==> src/design/base64_stream_encoder_macros.svh <==
// Assertion macros shared by the encoder modules.
`ifndef BASE64_STREAM_ENCODER_MACROS_SVH
`define BASE64_STREAM_ENCODER_MACROS_SVH

// Same-cycle implication, sampled on clk and disabled during reset.
`define B64_ASSERT_NOW(label, ante, cons, msg) \
    label: assert property (@(posedge clk) disable iff (!rst_n) (ante) |-> (cons)) \
        else $error(msg);

// Next-cycle implication, sampled on clk and disabled during reset.
`define B64_ASSERT_NEXT(label, ante, cons, msg) \
    label: assert property (@(posedge clk) disable iff (!rst_n) (ante) |=> (cons)) \
        else $error(msg);

`endif

==> src/design/b64enc_pkg.sv <==
// Package with the shared types, constants and symbol function of the Base64 encoder.
package b64enc_pkg;

    // Field and register widths.
    localparam int BYTE_W     = 8;
    localparam int LINE_POS_W = 10;
    localparam int SYM_W      = 6;
    localparam int CFG_IDX_W  = 1;

    // The effective line length is at least four, so a position below 2**LINE_POS_W
    // has a quotient of at most LINE_POS_W - 2 bits.
    localparam int REDUCE_STEPS = LINE_POS_W - 2;
    localparam int STEP_W       = $clog2(REDUCE_STEPS);
    localparam int REDUCE_W     = LINE_POS_W + REDUCE_STEPS;

    // Register indexes of the configuration port.
    localparam logic [CFG_IDX_W-1:0] REG_WRAP_LINES  = 1'b0;
    localparam logic [CFG_IDX_W-1:0] REG_LINE_LENGTH = 1'b1;

    // Register reset values.
    localparam logic                  WRAP_RESET = 1'b1;
    localparam logic [LINE_POS_W-1:0] LEN_RESET  = 10'd76;
    localparam logic [LINE_POS_W-1:0] LEN_MIN    = 10'd4;

    // Special characters.
    localparam logic [BYTE_W-1:0] CHAR_PAD = 8'h3D;
    localparam logic [BYTE_W-1:0] CHAR_LF  = 8'h0A;

    // One closed group handed from the front end to the character serializer.
    typedef struct packed {
        logic [3:0][SYM_W-1:0] idx;   // idx[0] is the first symbol
        logic                  pad2;  // third character is '='
        logic                  pad3;  // fourth character is '='
        logic                  lf;    // a line feed follows the group
        logic                  last;  // group ends the message
    } b64_group_t;

    // Maps a 6-bit value to its character of the standard alphabet.
    function automatic logic [BYTE_W-1:0] b64_symbol(input logic [SYM_W-1:0] v);
        logic [BYTE_W-1:0] c;
        if (v < 6'd26)
        begin
            c = 8'h41 + {2'b00, v};
        end
        else if (v < 6'd52)
        begin
            c = 8'h47 + {2'b00, v};
        end
        else if (v < 6'd62)
        begin
            c = 8'hFC + {2'b00, v};
        end
        else if (v == 6'd62)
        begin
            c = 8'h2B;
        end
        else
        begin
            c = 8'h2F;
        end
        return c;
    endfunction

endpackage

==> src/design/b64_stream_if.sv <==
// Stream interfaces for the input bytes and the output characters.
interface b64_in_if;
    logic       valid;
    logic       ready;
    logic [7:0] data_byte;
    logic       last_byte;

    modport source (output valid, output data_byte, output last_byte, input ready);
    modport sink   (input valid, input data_byte, input last_byte, output ready);
endinterface

interface b64_out_if;
    logic       valid;
    logic       ready;
    logic [7:0] out_char;
    logic       out_last;

    modport source (output valid, output out_char, output out_last, input ready);
    modport sink   (input valid, input out_char, input out_last, output ready);
endinterface

==> src/design/b64_front.sv <==
// Front end: configuration registers, byte grouping, line position and group commands.
`include "base64_stream_encoder_macros.svh"

module b64_front (
    input  logic                                 clk,
    input  logic                                 rst_n,
    input  logic                                 cfg_we,
    input  logic [b64enc_pkg::CFG_IDX_W-1:0]     cfg_index,
    input  logic [b64enc_pkg::LINE_POS_W-1:0]    cfg_wdata,
    b64_in_if.sink                               bytes,
    output b64enc_pkg::b64_group_t               cmd,
    output logic                                 cmd_push,
    input  logic                                 cmd_full
);
    import b64enc_pkg::*;

    typedef enum logic {FR_RUN, FR_REDUCE} front_state_t;

    front_state_t            state_reg, state_next;
    logic                    wrap_reg, wrap_next;
    logic [LINE_POS_W-1:0]   len_reg, len_next;
    logic [LINE_POS_W-1:0]   pos_reg, pos_next;
    logic [1:0]              phase_reg, phase_next;
    logic [BYTE_W-1:0]       pend0_reg, pend0_next;
    logic [BYTE_W-1:0]       pend1_reg, pend1_next;
    logic [LINE_POS_W-1:0]   rem_reg, rem_next;
    logic [STEP_W-1:0]       step_reg, step_next;

    logic [LINE_POS_W-1:0]   len_eff;
    logic                    need_reduce;
    logic                    accept;
    logic                    is_p1, is_p2, closes;
    logic [BYTE_W-1:0]       b0, b1, b2;
    logic [LINE_POS_W:0]     pos_sum, pos_wrap;
    logic [LINE_POS_W-1:0]   pos_adv;
    logic [REDUCE_W-1:0]     div_shift;
    logic [LINE_POS_W-1:0]   rem_step;
    logic                    len_write;

    // Effective line length and the check that the position is below it.
    assign len_eff     = (len_reg < LEN_MIN) ? LEN_MIN : len_reg;
    assign need_reduce = pos_reg >= len_eff;
    assign len_write   = cfg_we && (cfg_index == REG_LINE_LENGTH);

    // Bytes are taken only while the position is in range and the queue has room.
    assign bytes.ready = (state_reg == FR_RUN) && !need_reduce && !cmd_full;
    assign accept      = bytes.valid && bytes.ready;

    // Group decode; a phase of three behaves as an empty group.
    assign is_p1  = (phase_reg == 2'd1);
    assign is_p2  = (phase_reg == 2'd2);
    assign closes = bytes.last_byte || is_p2;
    assign b0     = (is_p1 || is_p2) ? pend0_reg : bytes.data_byte;
    assign b1     = is_p2 ? pend1_reg : bytes.data_byte;
    assign b2     = bytes.data_byte;

    // Line position advance by one group; the position is already below len_eff.
    assign pos_sum  = {1'b0, pos_reg} + 11'd4;
    assign pos_wrap = pos_sum - {1'b0, len_eff};
    assign pos_adv  = (pos_sum >= {1'b0, len_eff}) ? pos_wrap[LINE_POS_W-1:0]
                                                   : pos_sum[LINE_POS_W-1:0];

    // One restoring step of the remainder after a shorter length was written.
    assign div_shift = REDUCE_W'(len_eff) << step_reg;
    assign rem_step  = (REDUCE_W'(rem_reg) >= div_shift)
                       ? (rem_reg - div_shift[LINE_POS_W-1:0]) : rem_reg;

    // Group command toward the serializer.
    always_comb
    begin
        cmd.idx[0] = b0[7:2];
        cmd.idx[1] = {b0[1:0], ((is_p1 || is_p2) ? b1[7:4] : 4'h0)};
        cmd.idx[2] = {b1[3:0], (is_p2 ? b2[7:6] : 2'b00)};
        cmd.idx[3] = b2[5:0];
        cmd.pad2   = !(is_p1 || is_p2);
        cmd.pad3   = !is_p2;
        cmd.lf     = wrap_reg && (pos_adv == '0);
        cmd.last   = bytes.last_byte;
    end
    assign cmd_push = accept && closes;

    // Next-state logic.
    always_comb
    begin
        state_next = state_reg;
        wrap_next  = wrap_reg;
        len_next   = len_reg;
        pos_next   = pos_reg;
        phase_next = phase_reg;
        pend0_next = pend0_reg;
        pend1_next = pend1_reg;
        rem_next   = rem_reg;
        step_next  = step_reg;

        if (cfg_we)
        begin
            unique case (cfg_index)
                REG_WRAP_LINES:  wrap_next = cfg_wdata[0];
                REG_LINE_LENGTH: len_next  = cfg_wdata;
                default:         len_next  = len_reg;
            endcase
        end

        unique case (state_reg)
            FR_RUN:
            begin
                if (need_reduce)
                begin
                    state_next = FR_REDUCE;
                    rem_next   = pos_reg;
                    step_next  = STEP_W'(REDUCE_STEPS - 1);
                end
                else if (accept)
                begin
                    if (closes)
                    begin
                        phase_next = 2'd0;
                        pos_next   = bytes.last_byte ? '0 : pos_adv;
                    end
                    else if (is_p1)
                    begin
                        pend1_next = bytes.data_byte;
                        phase_next = 2'd2;
                    end
                    else
                    begin
                        pend0_next = bytes.data_byte;
                        phase_next = 2'd1;
                    end
                end
            end
            FR_REDUCE:
            begin
                if (len_write)
                begin
                    // A new length restarts the remainder from the stored position.
                    rem_next  = pos_reg;
                    step_next = STEP_W'(REDUCE_STEPS - 1);
                end
                else if (step_reg == '0)
                begin
                    pos_next   = rem_step;
                    state_next = FR_RUN;
                end
                else
                begin
                    rem_next  = rem_step;
                    step_next = step_reg - STEP_W'(1);
                end
            end
            default:
            begin
                state_next = FR_RUN;
            end
        endcase
    end

    // State and registers.
    always_ff @(posedge clk or negedge rst_n)
    begin
        if (!rst_n)
        begin
            state_reg <= FR_RUN;
            wrap_reg  <= WRAP_RESET;
            len_reg   <= LEN_RESET;
            pos_reg   <= '0;
            phase_reg <= 2'd0;
            rem_reg   <= '0;
            step_reg  <= '0;
        end
        else
        begin
            state_reg <= state_next;
            wrap_reg  <= wrap_next;
            len_reg   <= len_next;
            pos_reg   <= pos_next;
            phase_reg <= phase_next;
            rem_reg   <= rem_next;
            step_reg  <= step_next;
        end
    end

    // Held bytes carry no reset.
    always_ff @(posedge clk)
    begin
        pend0_reg <= pend0_next;
        pend1_reg <= pend1_next;
    end

    // The single-subtract advance relies on an in-range position at every byte.
    `B64_ASSERT_NOW(a_pos_in_range, accept, pos_reg < len_eff,
                    "line position out of range at accept")
    // The end of a message returns the position and phase to zero.
    `B64_ASSERT_NEXT(a_clear_after_last, accept && bytes.last_byte,
                     (pos_reg == '0) && (phase_reg == 2'd0), "state not cleared after last byte")

endmodule

==> src/design/b64_cmd_fifo.sv <==
// Two-entry queue of group commands between the front end and the serializer.
module b64_cmd_fifo (
    input  logic                    clk,
    input  logic                    rst_n,
    input  logic                    push,
    input  b64enc_pkg::b64_group_t  push_data,
    output logic                    full,
    input  logic                    pop,
    output b64enc_pkg::b64_group_t  pop_data,
    output logic                    empty
);
    import b64enc_pkg::*;

    b64_group_t  entry_reg [2];
    logic        wr_ptr_reg, wr_ptr_next;
    logic        rd_ptr_reg, rd_ptr_next;
    logic [1:0]  count_reg, count_next;
    logic        do_push, do_pop;

    assign full     = (count_reg == 2'd2);
    assign empty    = (count_reg == 2'd0);
    assign do_push  = push && !full;
    assign do_pop   = pop && !empty;
    assign pop_data = entry_reg[rd_ptr_reg];

    // Pointer and occupancy update.
    always_comb
    begin
        wr_ptr_next = do_push ? !wr_ptr_reg : wr_ptr_reg;
        rd_ptr_next = do_pop ? !rd_ptr_reg : rd_ptr_reg;
        count_next  = count_reg + {1'b0, do_push} - {1'b0, do_pop};
    end

    always_ff @(posedge clk or negedge rst_n)
    begin
        if (!rst_n)
        begin
            wr_ptr_reg <= 1'b0;
            rd_ptr_reg <= 1'b0;
            count_reg  <= 2'd0;
        end
        else
        begin
            wr_ptr_reg <= wr_ptr_next;
            rd_ptr_reg <= rd_ptr_next;
            count_reg  <= count_next;
        end
    end

    // Entry storage.
    always_ff @(posedge clk)
    begin
        if (do_push)
        begin
            entry_reg[wr_ptr_reg] <= push_data;
        end
    end

endmodule

==> src/design/b64_back.sv <==
// Serializer: turns group commands into characters behind an output register.
`include "base64_stream_encoder_macros.svh"

module b64_back (
    input  logic                    clk,
    input  logic                    rst_n,
    input  b64enc_pkg::b64_group_t  cmd,
    input  logic                    cmd_empty,
    output logic                    cmd_pop,
    b64_out_if.source               chars
);
    import b64enc_pkg::*;

    b64_group_t         cur_reg, cur_next;
    logic               cur_valid_reg, cur_valid_next;
    logic [2:0]         slot_reg, slot_next;
    logic               out_valid_reg, out_valid_next;
    logic [BYTE_W-1:0]  out_char_reg;
    logic               out_last_reg;

    logic               advance, at_final, load;
    logic [2:0]         final_slot;
    logic [BYTE_W-1:0]  char_sel;

    // A character moves into the output register when it is empty or being taken.
    assign advance    = cur_valid_reg && (!out_valid_reg || chars.ready);
    assign final_slot = cur_reg.lf ? 3'd4 : 3'd3;
    assign at_final   = (slot_reg == final_slot);
    assign load       = !cur_valid_reg || (advance && at_final);
    assign cmd_pop    = load && !cmd_empty;

    // Character of the current slot.
    always_comb
    begin
        unique case (slot_reg)
            3'd0:    char_sel = b64_symbol(cur_reg.idx[0]);
            3'd1:    char_sel = b64_symbol(cur_reg.idx[1]);
            3'd2:    char_sel = cur_reg.pad2 ? CHAR_PAD : b64_symbol(cur_reg.idx[2]);
            3'd3:    char_sel = cur_reg.pad3 ? CHAR_PAD : b64_symbol(cur_reg.idx[3]);
            default: char_sel = CHAR_LF;
        endcase
    end

    // Next values of the group holder and output flags.
    always_comb
    begin
        cur_next       = load ? cmd : cur_reg;
        cur_valid_next = load ? !cmd_empty : cur_valid_reg;
        slot_next      = load ? 3'd0 : (advance ? slot_reg + 3'd1 : slot_reg);
        out_valid_next = advance ? 1'b1 : (chars.ready ? 1'b0 : out_valid_reg);
    end

    always_ff @(posedge clk or negedge rst_n)
    begin
        if (!rst_n)
        begin
            cur_valid_reg <= 1'b0;
            slot_reg      <= 3'd0;
            out_valid_reg <= 1'b0;
        end
        else
        begin
            cur_valid_reg <= cur_valid_next;
            slot_reg      <= slot_next;
            out_valid_reg <= out_valid_next;
        end
    end

    // Payload registers carry no reset.
    always_ff @(posedge clk)
    begin
        cur_reg <= cur_next;
        if (advance)
        begin
            out_char_reg <= char_sel;
            out_last_reg <= cur_reg.last && at_final;
        end
    end

    assign chars.valid    = out_valid_reg;
    assign chars.out_char = out_char_reg;
    assign chars.out_last = out_last_reg;

    // The final character of a closing group carries the end flag.
    `B64_ASSERT_NEXT(a_last_on_final, advance && at_final && cur_reg.last, chars.valid && chars.out_last, "end flag missing on final character")
    // The slot counter never runs past the line feed.
    `B64_ASSERT_NOW(a_slot_range, cur_valid_reg, slot_reg <= final_slot, "slot counter past final character")

endmodule

==> src/design/base64_stream_encoder.sv <==
// Top level of the Base64 stream encoder.
// Usage:
//   bytes: input channel, one byte per transaction, last_byte marks the message end.
//   chars: output channel, one character per transaction, out_last on the final one.
//   cfg_we/cfg_index/cfg_wdata: index 0 is wrap_lines (bit 0), index 1 is line_length.
// The front end takes one byte per cycle while the queue has room and it is not
// reducing, and closes a group on every third byte or on the last byte; the serializer
// sends one character per cycle while the receiver is ready, four per group, five when
// a line feed follows. Sustained intake is thus set by the serializer's single output
// character per cycle. A group passes from the queue into the serializer's group holder,
// and each of its characters then into the output register.
// A two-entry group queue sits between the two sides, so bytes keep flowing while
// the receiver stalls until the queue fills; then bytes.ready drops.
// When a write leaves the line position at or above the new line length, the front
// end reduces it modulo that length in restoring steps before taking the next byte.
// Reset clears the group, the line position and all queued work, and loads
// wrap_lines = 1 and line_length = 76.
module base64_stream_encoder (
    input  logic                                 clk,
    input  logic                                 rst_n,
    input  logic                                 cfg_we,
    input  logic [b64enc_pkg::CFG_IDX_W-1:0]     cfg_index,
    input  logic [b64enc_pkg::LINE_POS_W-1:0]    cfg_wdata,
    b64_in_if.sink                               bytes,
    b64_out_if.source                            chars
);
    import b64enc_pkg::*;

    b64_group_t  front_cmd;
    b64_group_t  queue_cmd;
    logic        cmd_push;
    logic        cmd_full;
    logic        cmd_pop;
    logic        cmd_empty;

    // Byte grouping and line position.
    b64_front u_front (
        .clk       (clk),
        .rst_n     (rst_n),
        .cfg_we    (cfg_we),
        .cfg_index (cfg_index),
        .cfg_wdata (cfg_wdata),
        .bytes     (bytes),
        .cmd       (front_cmd),
        .cmd_push  (cmd_push),
        .cmd_full  (cmd_full)
    );

    // Group queue.
    b64_cmd_fifo u_fifo (
        .clk       (clk),
        .rst_n     (rst_n),
        .push      (cmd_push),
        .push_data (front_cmd),
        .full      (cmd_full),
        .pop       (cmd_pop),
        .pop_data  (queue_cmd),
        .empty     (cmd_empty)
    );

    // Character serializer.
    b64_back u_back (
        .clk       (clk),
        .rst_n     (rst_n),
        .cmd       (queue_cmd),
        .cmd_empty (cmd_empty),
        .cmd_pop   (cmd_pop),
        .chars     (chars)
    );

endmodule
==> src/flat_wrapper.sv <==
// flat-port wrapper written by rule: the top's interface ports become plain ports
module base64_stream_encoder_flat import b64enc_pkg::*;
  (clk, rst_n, cfg_we, cfg_index, cfg_wdata, bytes_valid, bytes_data_byte, bytes_last_byte, bytes_ready, chars_valid, chars_out_char, chars_out_last, chars_ready);
  b64_in_if bytes_i ();
  b64_out_if chars_i ();
  input  logic clk;
  input  logic rst_n;
  input  logic cfg_we;
  input  logic [b64enc_pkg::CFG_IDX_W-1:0] cfg_index;
  input  logic [b64enc_pkg::LINE_POS_W-1:0] cfg_wdata;
  input wire logic [$bits(bytes_i.valid)-1:0] bytes_valid;
  input wire logic [$bits(bytes_i.data_byte)-1:0] bytes_data_byte;
  input wire logic [$bits(bytes_i.last_byte)-1:0] bytes_last_byte;
  output wire logic [$bits(bytes_i.ready)-1:0] bytes_ready;
  output wire logic [$bits(chars_i.valid)-1:0] chars_valid;
  output wire logic [$bits(chars_i.out_char)-1:0] chars_out_char;
  output wire logic [$bits(chars_i.out_last)-1:0] chars_out_last;
  input wire logic [$bits(chars_i.ready)-1:0] chars_ready;
  assign bytes_i.valid = bytes_valid;
  assign bytes_i.data_byte = bytes_data_byte;
  assign bytes_i.last_byte = bytes_last_byte;
  assign bytes_ready = bytes_i.ready;
  assign chars_valid = chars_i.valid;
  assign chars_out_char = chars_i.out_char;
  assign chars_out_last = chars_i.out_last;
  assign chars_i.ready = chars_ready;
  base64_stream_encoder u_core (.clk(clk), .rst_n(rst_n), .cfg_we(cfg_we), .cfg_index(cfg_index), .cfg_wdata(cfg_wdata), .bytes(bytes_i), .chars(chars_i));
endmodule
==> config.mk <==
export PLATFORM = sky130hd
export DESIGN_NAME = base64_stream_encoder_flat
export DESIGN_NICKNAME = d
export VERILOG_FILES = /design/src/design/b64enc_pkg.sv /design/src/design/b64_stream_if.sv /design/src/design/b64_front.sv /design/src/design/b64_cmd_fifo.sv /design/src/design/b64_back.sv /design/src/design/base64_stream_encoder.sv /design/src/flat_wrapper.sv
export VERILOG_INCLUDE_DIRS = /design/src /design/src/design
export SDC_FILE = /design/constraint.sdc
export NUM_CORES = 1
export LEC_CHECK = 0
export BUFFER_PORTS_ARGS = -buffer_cell sky130_fd_sc_hd__buf_2
export CORE_MARGIN = 2
export CORE_UTILIZATION = 30
export CTS_BUF_LIST = sky130_fd_sc_hd__clkbuf_8
export DETAILED_ROUTE_END_ITERATION = 12
export GPL_TIMING_DRIVEN = 0
export SLEW_MARGIN = 20
export SYNTH_ARGS = -nofsm -noshare
export SYNTH_HDL_FRONTEND = slang
export SYNTH_SLANG_ARGS = --single-unit
==> constraint.sdc <==
create_clock -name clk -period 7 [get_ports clk]
set_input_delay 0 -clock clk [delete_from_list [all_inputs] [get_ports clk]]
set_output_delay 0 -clock clk [all_outputs]
set_load 0.02 [all_outputs]
==> results.py, run 1 <==
metrics = {
    "power": {
        "clockPowerShare": 0.158,
        "switching_power_mw": 1.87,
        "intPower_mw": 2.51,
        "pwr-share-seq": 0.316,
        "peakVddDrop_uv": 158,
        "p_leak_nw": 4.18,
        "sw_frac_of_total": 0.427,
        "power.density_nw_per_um2": 404,
        "comb_power_share": 0.526,
    },
    "cells_and_area": {
        "fin_nets": 1044,
        "diodes": 0,
        "syn2layout_area_growth_pct": 14.7,
        "largest_reg_flops": 56,
        "drive_gt1_frac": 0.159,
    },
    "global_routing": {
        "grt_max_degree": 47,
        "overflow": 0,
        "grt_util_met3": 0.0226,
        "use_met2": 0.226,
        "grt_pass1_vias": 6665,
        "grt_use_met1": 0.180,
        "track_usage": 0.136,
        "grt_pass1_wl_mm": 35.4,
        "grt.busiest_layer": "met2",
        "antenna_found_initial": 0,
    },
    "setup_path": {
        "r2r-end": "u_core.u_front.pos_reg[8]",
        "slowest_stage": "nor4_4",
        "cp_max_fo": 10,
        "end_kind": "register",
        "cp_cell_sequence": "nor4_1 > nand2_1 > and2_1 > inv_1 > nor2_1 > a21oi_1 > or3_1 > inv_1 > fa_1 > nand2b_1 > a21oi_1 > a41o_1 > a2111oi_2 > nor4_4 > buf_6 > mux2_1 > a22oi_1 > nand2_1",
        "cp.required_ns": 7.34,
        "crit_arrival_ns": 4.87,
        "ff2ff_setup_slack_ns": 2.47,
        "crit_type": "reg -> reg",
        "r2r_cells": 18,
        "cpPeakStageDelay_ns": 0.48,
        "crit_path_start_kind": "register",
        "rr_startpoint": "u_core.u_front.len_reg[8]",
    },
    "yosys": {
        "async_reset_ff_frac": 0.297,
        "seq_area_frac_synth": 0.470,
        "synth_nets": 965,
        "netlist_area_um2": 9430,
        "muxShareOfSynthArea": 0.102,
        "synthFlopType": "edfxtp_1",
        "synthesis.instances": 879,
        "ys_top_cells_by_area": "edfxtp_1 35%, dfrtp_1 11%, ha_1 7.8%, mux2_2 6.7%, a21oi_1 3.5%",
        "synth_top_family_by_area": "compound AO/OA/AOI/OAI gates",
        "synth-xor-area-share": 0.0260,
        "synth_edf_count": 109,
        "yosys.area_share.simple": 0.120,
        "synthAdderAreaFrac": 0.0836,
        "ys_ff_latch": 155,
        "syn_avg_cell_area_um2": 10.7,
        "synth_warnings": 0,
        "synth-compound-area-share": 0.163,
        "yosysTopAreaCellShare": 0.347,
        "synth_cell_types": 72,
        "yosysTopAreaCell": "edfxtp_1",
    },
    "drt": {
        "viasPerCell": 5.07,
        "drt_pre_antenna_iters": 5,
        "drc_errors": 0,
        "postRouteAntennaNets": 0,
        "via_count": 6922,
        "routedWlPerCell_um": 16.2,
        "drtIter0Drc": 459,
        "routed_wl_mm": 22.2,
    },
    "die": {
        "rows": 64,
        "coreArea_um2": 30700,
        "start_util": 0.307,
        "die_width_um": 181,
        "die_area_um2": 32900,
        "ios": 36,
        "die_h_um": 181,
    },
    "timing": {
        "period_share": 0.648,
        "clock_skew_ns": 0.0167,
        "timing.fmax_mhz": 221,
        "finalHoldViolCount": 0,
        "setup_viol": 0,
        "fin_crit_ns": 4.53,
        "finalSetupTns_ns": 0,
        "drv_slew": 0,
        "maxSlewHeadroom": 0.459,
        "postLayoutSetupSlackWorst_ns": 2.47,
        "worst_pin_slew_ns": 0.810,
        "rsz0062_at_grt": "no",
    },
    "flow_run": {
        "maxCapViolCount": 0,
    },
    "clock_network": {
        "cts_root_buffer": "clkbuf_8",
        "cts.sinks": 155,
        "worstSkewPairLatency_ns": 0.45,
        "clkTransAtPathRegs_ns": 0.09,
        "cts_resized": 0,
        "cts_buffer_depth": 2,
        "ctsHtreeMaxLevel": 4,
        "cts_buffers": 17,
        "cts_tree": "yes",
    },
    "placed_design": {
        "place_ws_ns": 2.45,
        "place.gp.congestion": 0.884,
        "dpl.hpwl_mm": 16.5,
        "port_buffers": 35,
    },
    "worst_hold_path": {
        "holdPathEnd": "u_core.u_front.phase_reg[0]",
        "hold_path.startpoint": "bytes_valid",
        "min_path_type": "in -> reg",
        "whs_path_depth": 3,
    },
    "run_status": {
        "outcome": "complete, no violations",
    },
}
## layer usage
metal	part of all wire	vias up	routed length, um
li1	-	3446	-
met3	0.033	24	726
met4	0.019	0	422
met1	0.47	3315	10500
met2	0.48	137	10500
met5	0	-	0
## worst max-delay path by stage
stage / startpoint / to / slack (ns)
6_report: u_core.u_front.len_reg[8] / u_core.u_front.pos_reg[8] / 2.47
4_1_cts: u_core.u_front.len_reg[8] / u_core.u_front.pos_reg[8] / 2.43
5_1_grt: u_core.u_front.len_reg[8] / u_core.u_front.pos_reg[8] / 2.07
2_1_floorplan: u_core.u_back.slot_reg[0] / u_core.u_fifo.count_reg[1] / 2.89
3_3_place_gp: u_core.u_back.slot_reg[0] / u_core.u_fifo.count_reg[1] / 1.87
3_5_place_dp: u_core.u_front.len_reg[8] / u_core.u_front.pos_reg[8] / 2.45
## cell usage after synthesis, drive strengths merged, types with 7 or more instances
library cell,count
a211oi,10
a21o,17
a21oi,68
a22oi,7
a31oi,8
and2,8
buf,8
clkbuf,24
dfrtp,42
edfxtp,109
ha,59
inv,51
mux2,60
mux2i,23
nand2,68
nand2b,9
nand3,19
nor2,65
nor2b,16
nor3,16
nor4,7
o21ai,53
o221ai,9
xnor2,19
xor2,9
## power by group through the flow
stage / logic [mW] / registers [mW] / clock network (mW)
4_1_cts: 2.29 / 1.38 / 0.715
6_report: 2.30 / 1.38 / 0.693
3_5_place_dp: 2.27 / 1.40 / 0
2_1_floorplan: 1.72 / 1.37 / 0
3_3_place_gp: 2.22 / 1.40 / 0
5_1_grt: 2.54 / 1.41 / 0.748
## per-stage QoR
stage | instance area [um2] | power, mW | util | instances | hold slack [ns]
after floorplan | 9430 | 3.08 | - | 879 | -0.296
after detailed placement | 10200 | 3.67 | 0.332 | 1313 | 0.237
after global routing | 10800 | 4.69 | 0.352 | 1366 | 0.0624
after global placement | 10100 | 3.62 | 0.328 | 1310 | 0.230
after CTS | 10800 | 4.39 | 0.352 | 1366 | 0.0429
final | 10800 | 4.37 | 0.352 | 1366 | 0.0639
## final cells by class
| class | instances | area [um2] |
|---|---|---|
| Fill cell | 3104 | 19900 |
| Multi-Input combinational cell | 640 | 4700 |
| Sequential cell | 155 | 4430 |
| Tap cell | 396 | 495 |
| Timing Repair Buffer | 60 | 458 |
| Clock buffer | 17 | 234 |
| Inverter | 52 | 195 |
| Clock inverter | 14 | 165 |
| Buffer | 32 | 138 |
## cell usage in the layout (no fill, tap or decap), types with 6 or more instances in the layout
cell type        n
xor2_1           9
nor2b_1         16
nor3_1          16
edfxtp_1       109
o211ai_1         6
o21ai_0         47
inv_1           51
mux2_2          56
o22ai_1          6
buf_2           37
a21o_1          17
ha_1            59
nand2b_1         9
and2_1           8
dlygate4sd3_1   22
xnor2_1         19
a31oi_1          8
nand3_1         19
mux2i_1         23
dfrtp_1         42
nand2_1         68
a211oi_1        10
nor2_1          64
clkbuf_8        17
clkbuf_1        24
a21oi_1         66
o221ai_1         8
## kinds of logic (layout without fill, tap and decap cells)
family                     Yosys count  after routing
muxes                               85             85
xor gates and xnor gates            28             28
buffers and inverters               84            175
AOI/OAI and AO/OA                  232            232
DFF                                155            155
and+or+nand+nor                    233            233
adders and majority gates           62             62
## what timing repair did
item	in CTS	in global routing
buffers inserted	0	0
hold buffers	22	0
endpoints found under the hold margin	111	0
## critical path: cells and delay by family, from the launching register on
kind,cells,cell delay (ns)
buf+inv,3,0.43
fa+ha+maj,1,0.45
flops,1,0.46
mux,1,0.38
simple gates,8,1.78
compound gates,5,0.94
Power figures use the tool's default switching activity.
==> inputs of run 2 (changes only) <==
--- a/config.mk
+++ b/config.mk
@@ -6,6 +6,7 @@
 export SDC_FILE = /design/constraint.sdc
 export NUM_CORES = 1
 export LEC_CHECK = 0
+export ABC_AREA = 1
 export BUFFER_PORTS_ARGS = -buffer_cell sky130_fd_sc_hd__buf_2
 export CORE_MARGIN = 2
 export CORE_UTILIZATION = 30
==> constraint.sdc (replaced) <==
create_clock -name clk -period 3.7 [get_ports clk]
set_input_delay 0 -clock clk [delete_from_list [all_inputs] [get_ports clk]]
set_output_delay 0 -clock clk [all_outputs]
set_load 0.02 [all_outputs]
==> results.py, run 2 <==
metrics = {
    "run_status": {
        "outcome": "complete, no violations",
    },
    "clock_network": {
        "ctsHtreeMaxLevel": 4,
        "cts_tree": "yes",
        "worstSkewPairLatency_ns": 0.46,
        "cts_buffer_depth": 2,
        "cts_root_buffer": "clkbuf_8",
        "post_cts_buffers": 0,
        "cts.sinks": 155,
        "clkTransAtPathRegs_ns": 0.09,
        "cts_buffers": 17,
    },
    "setup_path": {
        "ff2ff_setup_slack_ns": 0.29,
        "cp_max_fo": 10,
        "path_delay_family": "simple AND/OR/NAND/NOR gates",
        "slowest_stage": "dfrtp_1",
        "crit_type": "reg -> reg",
        "cp.required_ns": 4.05,
        "crit_path_start_kind": "register",
        "crit_top_cell": "nand2_1",
        "cpPeakStageDelay_ns": 0.44,
        "crit_arrival_ns": 3.76,
        "cp_cell_sequence": "inv_1 > nand4_1 > nor2_4 > nor2_4 > nand2_1 > o21ai_0 > nand2_1 > o21ai_0 > or2_2 > ha_1 > a21oi_1 > nand2_1 > nand2_1 > nand3_1 > nand2_1 > nand2_1 > buf_4 > nand4_1 > nand2_1 > nand2_1 > nand2_1 > nand2_1 > nand2_1",
        "end_kind": "register",
        "crit_buf_inv": 2,
    },
    "timing": {
        "fin_crit_ns": 3.41,
        "finalHoldViolCount": 0,
        "worst_pin_slew_ns": 1.03,
        "whs_ns": 0.0482,
        "period_share": 0.923,
        "timing.fmax_mhz": 293,
        "maxSlewHeadroom": 0.312,
        "drv_slew": 0,
        "setup_viol": 0,
        "clock_skew_ns": 0.0214,
    },
    "die": {
        "start_util": 0.303,
        "die_h_um": 185,
        "rows": 66,
        "coreArea_um2": 32400,
        "die_width_um": 185,
        "ios": 36,
        "die_area_um2": 34100,
    },
    "yosys": {
        "async_reset_ff_frac": 0.297,
        "synth_most_common_cell": "nand2_1",
        "netlist_area_um2": 9800,
        "seq_area_frac_synth": 0.452,
        "synth_commonest_cells": "297 x nand2_1, 136 x inv_1, 109 x edfxtp_1, 82 x nand3_1, 78 x nor2_1",
        "ys_top_cells_by_area": "edfxtp_1 33%, nand2_1 11%, dfrtp_1 11%, ha_1 7.5%, inv_1 5.2%",
        "synth_edf_count": 109,
        "syn_avg_cell_area_um2": 8.61,
        "synth_cell_types": 49,
        "ys_ff_latch": 155,
        "synth_nets": 1224,
        "synthFlopType": "edfxtp_1",
        "yosysTopAreaCellShare": 0.334,
        "yosysTopAreaCell": "edfxtp_1",
        "synth_warnings": 0,
        "synthesis.instances": 1138,
    },
    "worst_hold_path": {
        "min_path_type": "in -> reg",
    },
    "placed_design": {
        "port_buffers": 35,
        "place.gp.congestion": 0.849,
        "placed_cell_area_um2": 10600,
        "dpl.hpwl_mm": 17.7,
        "dp.cells": 1617,
    },
    "power": {
        "peakVddDrop_uv": 284,
        "comb_power_share": 0.558,
        "switching_power_mw": 4.11,
        "power.density_nw_per_um2": 774,
        "p_leak_nw": 4.91,
        "intPower_mw": 4.61,
        "pwr-share-seq": 0.302,
        "sw_frac_of_total": 0.471,
        "clockPowerShare": 0.140,
    },
    "global_routing": {
        "overflow": 0,
        "use_met2": 0.247,
        "grt_use_met1": 0.177,
        "grt_max_degree": 47,
        "grt_pass1_wl_mm": 38.0,
        "grt.busiest_layer": "met2",
        "track_usage": 0.140,
        "grt_pass1_vias": 7495,
        "antenna_found_initial": 0,
        "grt_util_met3": 0.0241,
    },
    "cells_and_area": {
        "final_cell_area_um2": 11300,
        "fin_nets": 1305,
        "diodes": 0,
        "final_common_cell": "nand2_1",
        "largest_reg_flops": 56,
        "layout_common_cells": "296 x nand2_1, 132 x inv_1, 109 x edfxtp_1",
        "fin_cells": 1674,
        "syn2layout_area_growth_pct": 14.9,
        "drive_gt1_frac": 0.130,
    },
    "drt": {
        "drt_pre_antenna_iters": 5,
        "postRouteAntennaNets": 0,
        "routed_wl_mm": 23.1,
        "via_count": 7825,
        "routedWlPerCell_um": 13.8,
        "viasPerCell": 4.67,
        "drtIter0Drc": 621,
        "drc_errors": 0,
    },
    "flow_run": {
        "maxCapViolCount": 0,
    },
}
[run 2: routing by layer]
metal	vias to the layer above	share of wire	routed length, um
met4	0	0.018	406
met3	27	0.033	752
li1	4000	-	-
met2	166	0.49	11400
met1	3632	0.46	10500
met5	-	0	0
[run 2: power by group through the flow]
| stage | registers [mW] | logic [mW] | clock network [mW] |
|---|---|---|---|
| after floorplan | 2.59 | 3.68 | 0 |
| after global placement | 2.65 | 4.74 | 0 |
| after detailed placement | 2.66 | 4.81 | 0 |
| after CTS | 2.62 | 4.85 | 1.26 |
| after global routing | 2.67 | 5.54 | 1.34 |
| final | 2.63 | 4.87 | 1.22 |
[run 2: area by class of cell]
type | count | area, um2
Buffer | 23 | 120
Clock buffer | 17 | 234
Clock inverter | 15 | 138
Fill cell | 3349 | 21100
Inverter | 144 | 541
Multi-Input combinational cell | 816 | 4760
Sequential cell | 155 | 4430
Tap cell | 442 | 553
Timing Repair Buffer | 62 | 483
[run 2: cells by family (layout without fill, tap and decap cells)]
logic type	after synthesis	count (layout)	synth area share
adders and majority gates	61	61	0.0794
muxes	36	36	0.0414
DFF	155	155	0.452
AOI/OAI and AO/OA	167	167	0.0964
xor gates and xnor gates	35	35	0.0313
and+or+nand+nor	517	517	0.232
buffers and inverters	167	261	0.0674
[run 2: worst paths after layout]
| check | start | to | depth (start not counted) |
|---|---|---|---|
| max | u_core.u_front.len_reg[8] | u_core.u_front.pos_reg[7] | 23 |
| min | bytes_valid | u_core.u_fifo.wr_ptr_reg | 4 |
| max reg2reg | u_core.u_front.len_reg[8] | u_core.u_front.pos_reg[7] | 23 |
| min in group asynchronous | rst_n | u_core.u_front.len_reg[0] | 2 |
| max in group asynchronous | rst_n | u_core.u_front.pos_reg[5] | 2 |
| min reg2reg | u_core.u_fifo.count_reg[1] | u_core.u_back.cur_valid_reg | 2 |
[run 2: tightest hold or removal path: cells and delay by family]
kind / cells / cell delay, ns
simple gates: 3 / 0.34
buf+inv: 1 / 0.12
[run 2: stage by stage]
step | setup slack, ns | total power, mW | setup TNS, ns | util
6_report | 0.287 | 8.72 | 0 | 0.348
5_1_grt | -0.00434 | 9.54 | -0.00864 | 0.348
4_1_cts | 0.107 | 8.73 | 0 | 0.347
3_5_place_dp | -0.00968 | 7.47 | -0.0755 | 0.327
3_3_place_gp | -1.02 | 7.39 | -36.82 | 0.325
2_1_floorplan | 0.0158 | 6.27 | 0 | -
[run 2: timing repair]
action / CTS / global route
resized for setup: 2 / 17
hold endpoints to repair: 123 / 0
hold buffers: 25 / 0
pin swaps: 0 / 2
setup endpoints to repair: 8 / 37
==> inputs of run 3 (changes only) <==
--- a/config.mk
+++ b/config.mk
@@ -17,3 +17,4 @@
 export SYNTH_ARGS = -nofsm -noshare
 export SYNTH_HDL_FRONTEND = slang
 export SYNTH_SLANG_ARGS = --single-unit
+export TNS_END_PERCENT = 10
==> constraint.sdc (replaced) <==
create_clock -name clk -period 3.95 [get_ports clk]
set_input_delay 0 -clock clk [delete_from_list [all_inputs] [get_ports clk]]
set_output_delay 0 -clock clk [all_outputs]
set_load 0.02 [all_outputs]
==> results.py, run 3 (synthesized netlist as in run 2, its figures left out) <==
metrics = {
    "cells_and_area": {
        "regArea_um2": 4430,
        "largest_reg_flops": 56,
        "diodes": 0,
        "layout_common_cells": "297 x nand2_1, 137 x inv_1, 109 x edfxtp_1",
        "multiInputGateArea_um2": 4720,
        "fillCellCount": 3356,
        "syn2layout_area_growth_pct": 14.5,
        "fin_cells": 1674,
        "drive_gt1_frac": 0.119,
        "final_common_cell": "nand2_1",
        "fin_nets": 1305,
    },
    "die": {
        "coreArea_um2": 32400,
        "rows": 66,
        "die_width_um": 185,
        "die_h_um": 185,
        "ios": 36,
        "die_area_um2": 34100,
        "start_util": 0.303,
    },
    "global_routing": {
        "grt_pass1_vias": 7596,
        "antenna_found_initial": 0,
        "track_usage": 0.141,
        "grt_max_degree": 47,
        "grt_pass1_wl_mm": 37.9,
        "overflow": 0,
    },
    "drt": {
        "routed_wl_mm": 23.2,
        "via_count": 7884,
        "drtIter0Drc": 616,
        "postRouteAntennaNets": 0,
        "drc_errors": 0,
        "viasPerCell": 4.71,
        "routedWlPerCell_um": 13.9,
        "drt_pre_antenna_iters": 5,
    },
    "setup_path": {
        "r2r_cells": 14,
        "r2r-end": "u_core.u_front.pend1_reg[1]",
        "cp.required_ns": 4.04,
        "ff2ff_setup_slack_ns": 0.21,
        "crit_end": "u_core.u_front.pend1_reg[1]",
        "crit_path_start_kind": "register",
        "cp-startpoint": "u_core.u_front.len_reg[6]",
        "rr_startpoint": "u_core.u_front.len_reg[6]",
        "cp_max_fo": 8,
        "end_kind": "register",
        "crit_type": "reg -> reg",
        "crit_arrival_ns": 3.82,
    },
    "timing": {
        "finalHoldViolCount": 0,
        "fin_crit_ns": 3.74,
        "clock_skew_ns": 0.0198,
        "setup_viol": 0,
        "worst_pin_slew_ns": 0.951,
        "rsz0062_at_grt": "no",
        "drv_slew": 0,
        "timing.fmax_mhz": 268,
        "period_share": 0.946,
        "maxSlewHeadroom": 0.362,
        "whs_ns": 0.0423,
    },
    "placed_design": {
        "dp.cells": 1617,
        "place.gp.congestion": 0.893,
        "port_buffers": 35,
        "dpl.hpwl_mm": 17.7,
    },
    "clock_network": {
        "cts_tree": "yes",
        "cts_root_buffer": "clkbuf_8",
        "clkTransAtPathRegs_ns": 0.08,
        "cts_buffers": 17,
        "ctsHoldBuffers": 25,
        "worstSkewPairLatency_ns": 0.46,
        "ctsHtreeMaxLevel": 4,
        "cts_buffer_depth": 2,
        "cts.sinks": 155,
        "cts_resized": 0,
        "post_cts_buffers": 0,
    },
    "power": {
        "p_leak_nw": 4.91,
        "peakVddDrop_uv": 339,
        "power.density_nw_per_um2": 729,
        "finalPower_mw": 8.18,
    },
    "flow_run": {
        "maxCapViolCount": 0,
    },
    "worst_hold_path": {
        "min_path_type": "in -> reg",
        "hold_path.startpoint": "bytes_valid",
    },
    "run_status": {
        "outcome": "complete, no violations",
    },
}
## run 3: metal layers
layer,vias to the layer above,track usage,routed length (um)
li1,3996,-,-
met1,3675,0.177,10600
met2,175,0.245,11300
met3,38,0.0249,857
met4,0,0.0438,456
met5,-,0,0
## run 3: through the flow
| step | worst slack (ns) | TNS (ns) | cell area [um2] | util |
|---|---|---|---|---|
| after floorplan | 0.241 | 0 | 9800 | - |
| after global placement | -0.866 | -48.15 | 10500 | 0.325 |
| after detailed placement | 0.202 | 0 | 10600 | 0.327 |
| after CTS | 0.171 | 0 | 11200 | 0.347 |
| after global routing | 0.00475 | 0 | 11200 | 0.347 |
| final | 0.214 | 0 | 11200 | 0.347 |
## run 3: layout make-up
class	instances	area share
Multi-Input combinational cell	816	0.421
Timing Repair Buffer	62	0.0419
Tap cell	442	0.0493
Sequential cell	155	0.395
Clock inverter	15	0.0134
Buffer	23	0.0107
Clock buffer	17	0.0209
Inverter	144	0.0482
## run 3: worst min-delay path by stage
| stage | depth (start not counted) | slack, ns | to |
|---|---|---|---|
| 2_1_floorplan | 0 | -0.30 | u_core.u_back.chars.valid |
| 3_3_place_gp | 2 | 0.18 | u_core.u_front.wrap_reg |
| 3_5_place_dp | 2 | 0.20 | u_core.u_front.wrap_reg |
| 4_1_cts | 3 | 0.02 | u_core.u_front.phase_reg[1] |
| 5_1_grt | 4 | 0.04 | u_core.u_fifo.wr_ptr_reg |
| 6_report | 3 | 0.04 | u_core.u_front.phase_reg[1] |
## run 3: worst max-delay path: stages (launching register included)
cell and delay, ns:
dfstp_2 0.55, inv_1 0.12, nand4_1 0.12, nor2_1 0.08, nor2_1 0.31, ha_1 0.27
fa_1 0.26, nand2_1 0.08, nand2_1 0.07, nor2_1 0.04, nor2_1 0.11, nand3_2 0.19
nor3b_2 0.34, nand2_1 0.16, nor2_1 0.67
## run 3: power by group
part	switching [mW]	internal [mW]	leakage (nW)
clock	0.631	0.562	0.195
sequential	0.313	2.15	1.52
combinational	2.88	1.65	3.19
